**src/design/sdbd_pkg.sv**
```systemverilog
`timescale 1ns / 1ps

package sdbd_pkg;

    // parser phases
    localparam logic [2:0] PH_IDLE  = 3'd0;
    localparam logic [2:0] PH_HDR   = 3'd1;
    localparam logic [2:0] PH_FIRST = 3'd2;
    localparam logic [2:0] PH_DELTA = 3'd3;
    localparam logic [2:0] PH_SKIP  = 3'd4;

    // delta size codes
    localparam logic [2:0] SZ_NIBBLE = 3'd0;
    localparam logic [2:0] SZ_BYTE   = 3'd1;
    localparam logic [2:0] SZ_WORD   = 3'd2;

    // header byte positions
    localparam logic [13:0] POS_CHAN_HI = 14'd0;
    localparam logic [13:0] POS_CHAN_LO = 14'd1;
    localparam logic [13:0] POS_FLAGS   = 14'd2;
    localparam logic [13:0] POS_FIRST_LAST = 14'd7;

    localparam logic [31:0] FOLD_LO_MASK = 32'h0000FFFF;
    localparam logic [31:0] FOLD_HI_SET  = 32'hFFFF0000;

    localparam logic STAT_OK  = 1'b0;
    localparam logic STAT_BAD = 1'b1;

    localparam int CFG_AMP_MIN = 0;
    localparam int CFG_AMP_MAX = 1;

    typedef struct packed {
        logic [15:0] channel_id;
        logic [31:0] sample_value;
        logic [11:0] rate_value;
        logic [11:0] sample_index;
        logic        last_sample;
        logic        status;
    } t_result;

    // up to two results produced by one input item
    typedef struct packed {
        t_result     res0;
        t_result     res1;
        logic [1:0]  cnt;
    } t_batch;

endpackage

```
**src/design/sdbd_core.sv**
```systemverilog
`timescale 1ns / 1ps

module sdbd_core (
    input  logic                 i_clk,
    input  logic                 i_rst_n,
    input  logic                 i_fire,
    input  logic [7:0]           i_byte,
    input  logic                 i_start,
    input  logic signed [31:0]   i_amp_min,
    input  logic signed [31:0]   i_amp_max,
    output sdbd_pkg::t_batch     o_batch
);

    logic [2:0]  r_phase,  n_phase;
    logic [13:0] r_bcnt,   n_bcnt;
    logic [13:0] r_glen,   n_glen;
    logic [15:0] r_chan,   n_chan;
    logic [11:0] r_rate,   n_rate;
    logic [2:0]  r_size,   n_size;
    logic [31:0] r_prev,   n_prev;
    logic [23:0] r_asm,    n_asm;
    logic [11:0] r_idx,    n_idx;

    // sum with the 16-bit wrap fold applied when it leaves the window
    function automatic logic [31:0] f_step(input logic [31:0] prev, input logic [31:0] d,
                                           input logic signed [31:0] lo,
                                           input logic signed [31:0] hi);
        logic signed [31:0] s;
        logic [31:0]        dd;
        s  = $signed(prev + d);
        dd = d;
        if ((s < lo) || (hi < s)) begin
            if ((d == 32'd0) || d[31]) begin
                dd = d & sdbd_pkg::FOLD_LO_MASK;
            end else begin
                dd = d | sdbd_pkg::FOLD_HI_SET;
            end
        end
        return prev + dd;
    endfunction

    logic [2:0]  ph;
    logic [13:0] pos;
    logic [11:0] rate_full;
    logic [11:0] rate_m1;
    logic [31:0] d0, d1;
    logic [31:0] s0, s1;
    logic        last0, last1;
    logic [11:0] idx1;
    logic [13:0] fin_phase_sel;
    sdbd_pkg::t_result res0, res1;
    logic [1:0]  cnt;

    always_comb begin
        ph        = i_start ? sdbd_pkg::PH_HDR : r_phase;
        pos       = i_start ? 14'd0 : r_bcnt;
        rate_full = r_rate | {4'd0, i_byte};
        rate_m1   = r_rate - 12'd1;
        idx1      = r_idx + 12'd1;
        fin_phase_sel = pos + 14'd1;

        // delta candidates
        d0 = 32'd0;
        d1 = {{28{i_byte[3]}}, i_byte[3:0]};
        case (r_size)
            sdbd_pkg::SZ_NIBBLE: d0 = {{28{i_byte[7]}}, i_byte[7:4]};
            sdbd_pkg::SZ_BYTE:   d0 = {{24{i_byte[7]}}, i_byte};
            default:             d0 = {{16{r_asm[7]}}, r_asm[7:0], i_byte};
        endcase
        s0    = f_step(r_prev, d0, i_amp_min, i_amp_max);
        s1    = f_step(s0, d1, i_amp_min, i_amp_max);
        last0 = (r_idx == rate_m1);
        last1 = (idx1 == rate_m1);

        res0 = '0;
        res1 = '0;
        res0.channel_id   = r_chan;
        res0.rate_value   = r_rate;
        res0.status       = sdbd_pkg::STAT_OK;
        res1.channel_id   = r_chan;
        res1.rate_value   = r_rate;
        res1.status       = sdbd_pkg::STAT_OK;
        cnt = 2'd0;

        n_phase = r_phase;
        n_bcnt  = r_bcnt;
        n_glen  = r_glen;
        n_chan  = r_chan;
        n_rate  = r_rate;
        n_size  = r_size;
        n_prev  = r_prev;
        n_asm   = r_asm;
        n_idx   = r_idx;

        if (i_start) begin
            n_phase = sdbd_pkg::PH_HDR;
            n_bcnt  = 14'd0;
        end

        if (ph != sdbd_pkg::PH_IDLE) begin
            n_bcnt = pos + 14'd1;
            case (ph)
                sdbd_pkg::PH_HDR: begin
                    if (pos == sdbd_pkg::POS_CHAN_HI) begin
                        n_chan = {i_byte, 8'd0};
                    end else if (pos == sdbd_pkg::POS_CHAN_LO) begin
                        n_chan = r_chan | {8'd0, i_byte};
                    end else if (pos == sdbd_pkg::POS_FLAGS) begin
                        n_size = i_byte[6:4];
                        n_rate = {i_byte[3:0], 8'd0};
                        n_glen = {13'd0, i_byte[7]};
                    end else begin
                        n_rate = rate_full;
                        if ((r_size > sdbd_pkg::SZ_WORD) || (rate_full == 12'd0)) begin
                            res0.rate_value = rate_full;
                            res0.status     = sdbd_pkg::STAT_BAD;
                            cnt     = 2'd1;
                            n_phase = sdbd_pkg::PH_IDLE;
                        end else begin
                            case (r_size)
                                sdbd_pkg::SZ_NIBBLE:
                                    n_glen = r_glen + {3'd0, rate_full[11:1]} + 14'd8;
                                sdbd_pkg::SZ_BYTE:
                                    n_glen = r_glen + {2'd0, rate_full - 12'd1} + 14'd8;
                                default:
                                    n_glen = r_glen + {1'b0, rate_full - 12'd1, 1'b0}
                                             + 14'd8;
                            endcase
                            n_asm   = 24'd0;
                            n_idx   = 12'd0;
                            n_phase = sdbd_pkg::PH_FIRST;
                        end
                    end
                end
                sdbd_pkg::PH_FIRST: begin
                    if (pos < sdbd_pkg::POS_FIRST_LAST) begin
                        n_asm = {r_asm[15:0], i_byte};
                    end else begin
                        n_prev = {r_asm, i_byte};
                        res0.sample_value = {r_asm, i_byte};
                        res0.sample_index = 12'd0;
                        res0.last_sample  = (r_rate == 12'd1);
                        cnt   = 2'd1;
                        n_idx = 12'd1;
                        if (r_rate == 12'd1) begin
                            n_phase = (fin_phase_sel >= r_glen) ? sdbd_pkg::PH_IDLE
                                                                : sdbd_pkg::PH_SKIP;
                        end else begin
                            n_phase = sdbd_pkg::PH_DELTA;
                        end
                    end
                end
                sdbd_pkg::PH_DELTA: begin
                    if ((r_size == sdbd_pkg::SZ_NIBBLE) || (r_size == sdbd_pkg::SZ_BYTE)
                        || pos[0]) begin
                        res0.sample_value = s0;
                        res0.sample_index = r_idx;
                        res0.last_sample  = last0;
                        cnt    = 2'd1;
                        n_prev = s0;
                        n_idx  = idx1;
                        // second nibble only when the first did not end the group
                        if ((r_size == sdbd_pkg::SZ_NIBBLE) && !last0) begin
                            res1.sample_value = s1;
                            res1.sample_index = idx1;
                            res1.last_sample  = last1;
                            cnt    = 2'd2;
                            n_prev = s1;
                            n_idx  = idx1 + 12'd1;
                        end
                        if (last0 || ((r_size == sdbd_pkg::SZ_NIBBLE) && last1)) begin
                            n_phase = (fin_phase_sel >= r_glen) ? sdbd_pkg::PH_IDLE
                                                                : sdbd_pkg::PH_SKIP;
                        end
                    end else begin
                        n_asm = {16'd0, i_byte};
                    end
                end
                default: begin
                    if (fin_phase_sel >= r_glen) begin
                        n_phase = sdbd_pkg::PH_IDLE;
                    end
                end
            endcase
        end
    end

    always_ff @(posedge i_clk) begin
        if (!i_rst_n) begin
            r_phase <= sdbd_pkg::PH_IDLE;
            r_bcnt  <= 14'd0;
            r_glen  <= 14'd0;
        end else if (i_fire) begin
            r_phase <= n_phase;
            r_bcnt  <= n_bcnt;
            r_glen  <= n_glen;
        end
    end

    always_ff @(posedge i_clk) begin
        if (i_fire) begin
            r_chan <= n_chan;
            r_rate <= n_rate;
            r_size <= n_size;
            r_prev <= n_prev;
            r_asm  <= n_asm;
            r_idx  <= n_idx;
        end
    end

    assign o_batch.res0 = res0;
    assign o_batch.res1 = res1;
    assign o_batch.cnt  = cnt;

endmodule

```
**src/design/sdbd_out.sv**
```systemverilog
`timescale 1ns / 1ps

module sdbd_out (
    input  logic                 i_clk,
    input  logic                 i_rst_n,
    input  logic                 i_load,
    input  sdbd_pkg::t_batch     i_batch,
    output logic                 o_can_load,
    output logic                 o_valid,
    input  logic                 i_ready,
    output sdbd_pkg::t_result    o_res
);

    logic              r_out_valid;
    logic              r_spare_valid;
    sdbd_pkg::t_result r_out;
    sdbd_pkg::t_result r_spare;

    // a new batch fits when the spare slot is free and the output slot frees up
    assign o_can_load = !r_spare_valid && (!r_out_valid || i_ready);

    always_ff @(posedge i_clk) begin
        if (!i_rst_n) begin
            r_out_valid   <= 1'b0;
            r_spare_valid <= 1'b0;
        end else if (i_load && (i_batch.cnt != 2'd0)) begin
            r_out_valid   <= 1'b1;
            r_spare_valid <= (i_batch.cnt == 2'd2);
        end else if (r_out_valid && i_ready) begin
            r_out_valid   <= r_spare_valid;
            r_spare_valid <= 1'b0;
        end
    end

    always_ff @(posedge i_clk) begin
        if (i_load && (i_batch.cnt != 2'd0)) begin
            r_out   <= i_batch.res0;
            r_spare <= i_batch.res1;
        end else if (r_out_valid && i_ready && r_spare_valid) begin
            r_out <= r_spare;
        end
    end

    assign o_valid = r_out_valid;
    assign o_res   = r_out;

endmodule

```
**src/design/seismic_delta_block_decoder.sv**
```systemverilog
`timescale 1ns / 1ps
// A byte sits in the input register from its accepting edge; once the decoder
// takes it, its first sample is registered in the output slot for the result port.
// Throughput: one byte per cycle while the output side can load; a nibble byte
// with two samples holds the next byte while the second drains via the spare slot.
// Reset (synchronous, active low): parser awaits a header, buffers empty,
// amp_min = -32768, amp_max = 32767.

module seismic_delta_block_decoder (
    input  logic         i_clk,
    input  logic         i_rst_n,
    // input byte stream
    input  logic         i_s_tvalid,
    output logic         o_s_tready,
    input  logic [7:0]   i_s_tdata,   // [7:0] data_byte
    input  logic         i_s_tuser,   // [0] group_start
    // decoded samples
    output logic         o_m_tvalid,
    input  logic         i_m_tready,
    output logic [71:0]  o_m_tdata,   // [15:0] channel_id, [47:16] sample_value,
                                      // [59:48] rate_value, [71:60] sample_index
    output logic         o_m_tlast,   // last_sample
    output logic         o_m_tuser,   // [0] status
    // register writes
    input  logic         i_cfg_valid,
    output logic         o_cfg_ready,
    input  logic         i_cfg_index,
    input  logic [31:0]  i_cfg_data
);

    logic signed [31:0] r_amp_min;
    logic signed [31:0] r_amp_max;

    // input register: holds one byte until the decoder takes it
    logic        r_in_valid;
    logic [7:0]  r_in_byte;
    logic        r_in_start;

    logic              fire;
    logic              can_load;
    sdbd_pkg::t_batch  batch;
    sdbd_pkg::t_result res;

    assign o_cfg_ready = 1'b1;

    always_ff @(posedge i_clk) begin
        if (!i_rst_n) begin
            r_amp_min <= -32'sd32768;
            r_amp_max <= 32'sd32767;
        end else if (i_cfg_valid) begin
            if (i_cfg_index == 1'(sdbd_pkg::CFG_AMP_MIN)) begin
                r_amp_min <= i_cfg_data;
            end else begin
                r_amp_max <= i_cfg_data;
            end
        end
    end

    // decoder consumes the held byte when the output side can take two samples
    assign fire       = r_in_valid && can_load;
    assign o_s_tready = !r_in_valid || fire;

    always_ff @(posedge i_clk) begin
        if (!i_rst_n) begin
            r_in_valid <= 1'b0;
        end else if (o_s_tready) begin
            r_in_valid <= i_s_tvalid;
        end
    end

    always_ff @(posedge i_clk) begin
        if (o_s_tready && i_s_tvalid) begin
            r_in_byte  <= i_s_tdata;
            r_in_start <= i_s_tuser;
        end
    end

    sdbd_core u_core (
        .i_clk     (i_clk),
        .i_rst_n   (i_rst_n),
        .i_fire    (fire),
        .i_byte    (r_in_byte),
        .i_start   (r_in_start),
        .i_amp_min (r_amp_min),
        .i_amp_max (r_amp_max),
        .o_batch   (batch)
    );

    sdbd_out u_out (
        .i_clk      (i_clk),
        .i_rst_n    (i_rst_n),
        .i_load     (fire),
        .i_batch    (batch),
        .o_can_load (can_load),
        .o_valid    (o_m_tvalid),
        .i_ready    (i_m_tready),
        .o_res      (res)
    );

    assign o_m_tdata = {res.sample_index, res.rate_value, res.sample_value, res.channel_id};
    assign o_m_tlast = res.last_sample;
    assign o_m_tuser = res.status;

endmodule

```
**config.mk**
```make
export PLATFORM = sky130hd
export DESIGN_NAME = seismic_delta_block_decoder
export DESIGN_NICKNAME = d
export VERILOG_FILES = /design/src/design/sdbd_pkg.sv /design/src/design/sdbd_core.sv /design/src/design/sdbd_out.sv /design/src/design/seismic_delta_block_decoder.sv
export SDC_FILE = /design/constraint.sdc
export NUM_CORES = 1
export LEC_CHECK = 0
export BUFFER_PORTS_ARGS = -buffer_cell sky130_fd_sc_hd__buf_2
export CORE_AREA = 2 2 329 331
export DETAILED_ROUTE_END_ITERATION = 7
export DIE_AREA = 0 0 331 333
export PLACE_DENSITY = 0.39
export SYNTH_ARGS = -nofsm -noshare
export SYNTH_HDL_FRONTEND = slang
export SYNTH_HIERARCHICAL = 1
export SYNTH_SLANG_ARGS = --single-unit
```
**constraint.sdc**
```tcl
create_clock -name i_clk -period 21.5 [get_ports i_clk]
set_input_delay 3.225 -clock i_clk [delete_from_list [all_inputs] [get_ports i_clk]]
set_output_delay 3.225 -clock i_clk [all_outputs]
set_load 0.05 [all_outputs]
```
* After elaboration in Yosys (flattened, before gate mapping) *
Cells that the tools add are included.

cells by class
  reductions and logical operators = 44
  divide/modulo/power cells = 0
  multipliers = 0
  bitwise operators = 5
  mux-type cells = 77
  shift-type cells = 0
  add/sub/neg operators = 15
  $lt $le $gt $ge = 7
  equal/unequal tests = 19

operators by type and width
  operator                 count
  $mux W32                 9
  $pmux W32 S2             3
  $mux W12                 13
  $mux W74                 2
  $mux W24                 6
  $add A32 B32 Y32         4
  $lt A32 B32 Y1           4
  $pmux W24 S3             1
  $logic_not A32 Y1        2
  $mux W58                 1
  $mux W14                 4
  $add A14 B4 Y14 const B  3
  $pmux W12 S3             1
  $mux W3                  11
  $mux W16                 2
  $pmux W14 S2             1
  $pmux W13 S2             1
  $add A12 B1 Y12 const B  2
  $eq A12 B12 Y1           2
  $sub A12 B1 Y12 const B  2
  $reduce_and A9 Y1        2
  $or A16 B8 Y16           1
  $add A14 B1 Y14 const B  1
  $add A14 B11 Y14         1
  32 further kinds         88

word-level totals
  memories kept = 0
  latch bits = 0
  input port bits = 47
  RAM bits = 0
  register bits = 353
  ROM bits = 0

* Logic depth before layout (Yosys ltp) *
  depth after elaboration = 15
  mapped depth = 67
  mapped depth without buffers = 65

* By module *
The synthesis kept the hierarchy.

by module, submodules not included
  module                       area an instance (sq um)  sequential area each (sq um)  cells an instance  times used
  sdbd_core                    17,869.6                  3,593.4                       2,212              1
  sdbd_out                     5,574.1                   4,484.3                       245                1
  seismic_delta_block_decoder  3,051.7                   1,571.5                       305                1

* Worst setup path before layout *
No wires, ideal clock.

  path type = reg-to-reg
  start = register u_core.r_size[2]
  end = register u_out/r_spare[57] (netlist name) (data pin)
  arrival = 13.507 ns
  setup time = 0.254 ns
  stages on the path, launching flop included = 66
  clock period less this slack = 13.761 ns
  data required time = 21.246 ns
  setup slack = 7.739 ns
  cells stage by stage = edfxtp_1 -> or2_2 -> clkbuf_1 -> nor2_1 -> clkbuf_1 -> o21ai_0 -> fa_1 -> a21o_1 -> a21oi_1 -> o21bai_1 -> a211o_1 -> a21oi_1 -> a21oi_1 -> a21o_1 -> a21oi_1 -> o21bai_1 -> a21oi_1 -> xor2_1 -> [30 not listed] -> o21a_1 -> a211o_1 -> a31oi_1 -> mux2_2 -> and3_1 -> or2_2 -> ha_1 -> a21o_1 -> a21o_1 -> a21oi_1 -> o211ai_1 -> o31ai_1 -> o21ai_0 -> a221oi_1 -> nor3_1 -> or2_2 -> xor2_1 -> nor2_1

on the way
  word-level cells in the longest chain between the ends = 12

RTL lines
  what                                                   line                                                 text
  start, declared                                        sdbd_core.sv:19                                      logic [2:0] r_size, n_size;
  start signal, assigned                                 sdbd_core.sv:204                                     r_size <= n_size;
  $eq A3 B1 Y1 or $logic_not A3 Y1 (tied branches)       sdbd_core.sv:65, sdbd_core.sv:154, sdbd_core.sv:163
  $pmux W32 S2                                           sdbd_core.sv:65                                      case (r_size)
  $add A32 B32 Y32 or $logic_not A32 Y1 (tied branches)  sdbd_core.sv:30, sdbd_core.sv:33
  $lt A32 B32 Y1 or $logic_or A1 B1 Y1 (tied branches)   sdbd_core.sv:32, sdbd_core.sv:33
  $logic_or A1 B1 Y1 or $mux W32 (tied branches)         sdbd_core.sv:32, sdbd_core.sv:33
  $mux W32                                               sdbd_core.sv:32                                      if ((s < lo) || (hi < s)) begin
  $add A32 B32 Y32                                       sdbd_core.sv:39                                      return prev + dd;
  $add A32 B32 Y32                                       sdbd_core.sv:30                                      s = $signed(prev + d);
  $lt A32 B32 Y1                                         sdbd_core.sv:32
  $logic_or A1 B1 Y1                                     sdbd_core.sv:32
  $mux W32                                               sdbd_core.sv:32
  $add A32 B32 Y32                                       sdbd_core.sv:39
  end signal, assigned                                   sdbd_out.sv:38                                       r_spare <= i_batch.res1;
  end, declared                                          sdbd_out.sv:17                                       sdbd_pkg::t_result r_spare;

Parallel ways exist; a longest one is shown, timed or not.
A chain may end at the register's enable or synchronous reset.

* Worst setup path in the final report *
Ends and elaborated chain as after synthesis.

==> run metrics <==
critical path class=flip-flop to flip-flop; status=completed; switch share=0.331; prevailing post-synth register cell=edfxtp_1; Combinational Power Share=0.276; Vert. Die Dim=333 µm; row cnt=120; Initial DRT Pass Iterations=7; PwrDens=71.2 nW/µm²; Fmax=roughly 0.059 GHz; first-pass GRT wire length=approximately 130 mm; Lkg Pwr=12.7 nW; input/output buffers=between 100 and 150; post-synthesis register bit count=between 300 and 400; final hold vios=0; area grow syn2layout=13.0%; fin crit period=16.95 ns; Max VDD drop=between 0.00005 and 0.00006 V; maximum clock insertion buffer count=3; part of the Yosys area used for sequential elements=0.364; share of cells above drive strength 1=0.129; dominant cell type by area after synthesis=edfxtp_1; later-pin clock latency in the skew report=0.64 ns; hold_buf cts=0; drt first-iter violations=roughly 1200; Worst Path Arrival=17.31 ns; crit end category=flip-flop; CTS tree=done; postcts setup bufs=0; H-Tree Depth=2; slowest stage cell, crit path=a2111oi_0; top cells by count, synth=314 x ha_1, 256 x edfxtp_1, 213 x nand2_1, 206 x inv_1, 197 x nor2_1; initial antenna violation count=4; CTS buffer count=46; total grt overflow=0; Relative slew margins=0.183; worst r2r path cells=60; CTS resizes=0; Mapped Cells=2762; critical path peak fanout=23; CP required=between 20 and 25 ns; internal power=between 1 and 1.5 mW; number of global-route vias before repair=approximately 21000; hold_sp=u_core/r_chan[15]; register share of total power=0.352; Fill cells=about 11000; worst min-delay path class=flip-flop to flip-flop; post-synth cell types=87; Worst Hold End=u_out/r_spare[73]; Critical Path Start Type=flip-flop; Remaining DRCs=0; Reg-to-Reg End=u_out/r_spare[57]; most frequent cell after synthesis=ha_1; GPL Wtd Cong=0.900; Synth warnings=6; syn nets=3128; clk slew on worst S/H paths=roughly 0.060 ns; max-cap violation count=0; CP Buf/Inv Count=2; Final Net Count=3201; Cell Area, Synth=26500 µm²; I/O Pins=between 100 and 150; RR Startpoint=u_core/r_size[2]; most frequent CP cell=a21oi_1; core region area=around 110000 µm²; Initial Util=0.249; R2R setup slack=4.55 ns; top post-synthesis cells by area=edfxtp_1 29%, ha_1 15%, dfxtp_1 7.4%; design area=around 30000 µm²; RSZ-0062 raised after global routing=false; Avg Inst Size Synth=9.59 µm²; placed cell area=around 28000 µm²; transition time of the tightest slew-check pin=1.22 ns; final wirelength=just under 90 mm; Die ar.=110000 µm²; largest net degree at the start of global routing=slightly below 90; top-area cell type share of the netlist area=0.290; Final Util=0.281; Vias=roughly 20000; final setup vio count=0; final setup TNS=0 ns; critical path's top delay family=compound AO/OA/AOI/OAI gates; Hold Path Cell Cnt=0; CTS sink count=354; FFs w/ async S/R, synth=0; clk root buf=clkbuf_16; die width=around 330 µm; Post-DP HPWL=about 66 mm; Post-synth EDFFs=~260; WL per Instance=just over 20 µm; clock power share=0.372; GR Util All Layers=0.158; pins over their slew limit=0; switching power=~700 µW; Final period util=0.788; Routed Antenna Nets=0; clk_skew=between 0.015 and 0.02 ns; vias per cell=approximately 4.8; crit-path max cell delay=~0.67 ns
flip-flops by register name, indices dropped and copies added (netlist names):
register	flops
r_amp_max	32
r_amp_min	32
r_in_byte	8
r_in_start	1
r_in_valid	1
u_core/r_asm	24
u_core/r_bcnt	14
u_core/r_chan	16
u_core/r_glen	14
u_core/r_idx	12
u_core/r_phase	3
u_core/r_prev	32
u_core/r_rate	12
u_core/r_size	3
u_out/o_res	74
u_out/o_valid	1
u_out/r_spare	74
u_out/r_spare_valid	1
final cells by class:
cell class / instances / area [µm²] / area share
diodes: 2 / 5.00 / 0.000167
repair buffers: 157 / 876 / 0.0293
clock inverters: 26 / 303 / 0.0101
multi-input cells: 2068 / 15300 / 0.512
clock buffers: 59 / 1230 / 0.0411
flip-flops and latches: 354 / 9650 / 0.322
inverters: 208 / 785 / 0.0262
well taps: 1403 / 1760 / 0.0586
per-stage QoR:
step           setup WS [ns]  hold slack (ns)  power [mW]  std cells
2_1_floorplan           7.74            0.421        1.19       2762
3_3_place_gp            5.06            0.435        1.35       4190
3_5_place_dp            4.63            0.435        1.35       4190
4_1_cts                 4.58            0.454        2.16       4275
5_1_grt                 3.45            0.467        2.25       4275
6_report                4.55            0.452        2.13       4277
cell usage in the layout (no fill, tap or decap), drive strengths merged, types with 98 or more instances in the layout:
cell type,n
o21ai,158
edfxtp,256
inv,210
nor2,197
buf,157
dfxtp,98
xnor2,108
ha,314
nand2,215
a21oi,162
cells by family (layout without fill, tap and decap cells):
group,Yosys count,after routing,synth area share
simple gates,803,803,0.151
xor+xnor,195,195,0.0660
buf+inv,340,450,0.0582
mux,101,101,0.0458
other cells,2,4,0.000283
fa+ha+maj,319,319,0.152
flops,354,354,0.364
compound gates,648,648,0.163
power groups by stage:
stage                     sequential (mW)  clock, mW  combinational (mW)
final                               0.751      0.793               0.587
after CTS                           0.751      0.825               0.589
after global routing                0.752      0.847               0.653
after floorplan                     0.766          0               0.420
after global placement              0.765          0               0.581
after detailed placement            0.766          0               0.583
layer usage:
layer	vias up	GRT usage	wire (µm)	part of all wire
li1	10133	-	-	-
met1	9860	0.205	39200	0.45
met4	0	0.0392	1820	0.021
met2	356	0.275	42900	0.49
met5	-	0	0	0
met3	97	0.0202	3110	0.036
worst max-delay path by stage:
stage / start / endpoint / slack (ns) / cells after the start
floorplan: u_core/r_size[2] / u_out/r_spare[57] / 7.74 / 65
global placement: u_core/r_size[2] / u_out/r_spare[57] / 5.06 / 65
detailed placement: u_core/r_size[2] / u_out/r_spare[57] / 4.63 / 62
CTS: u_core/r_size[2] / u_out/r_spare[57] / 4.58 / 62
global route: u_core/r_size[2] / u_out/r_spare[57] / 3.45 / 60
finish: u_core/r_size[2] / u_out/r_spare[57] / 4.55 / 60
No activity file was read; power rests on OpenSTA's default activity.
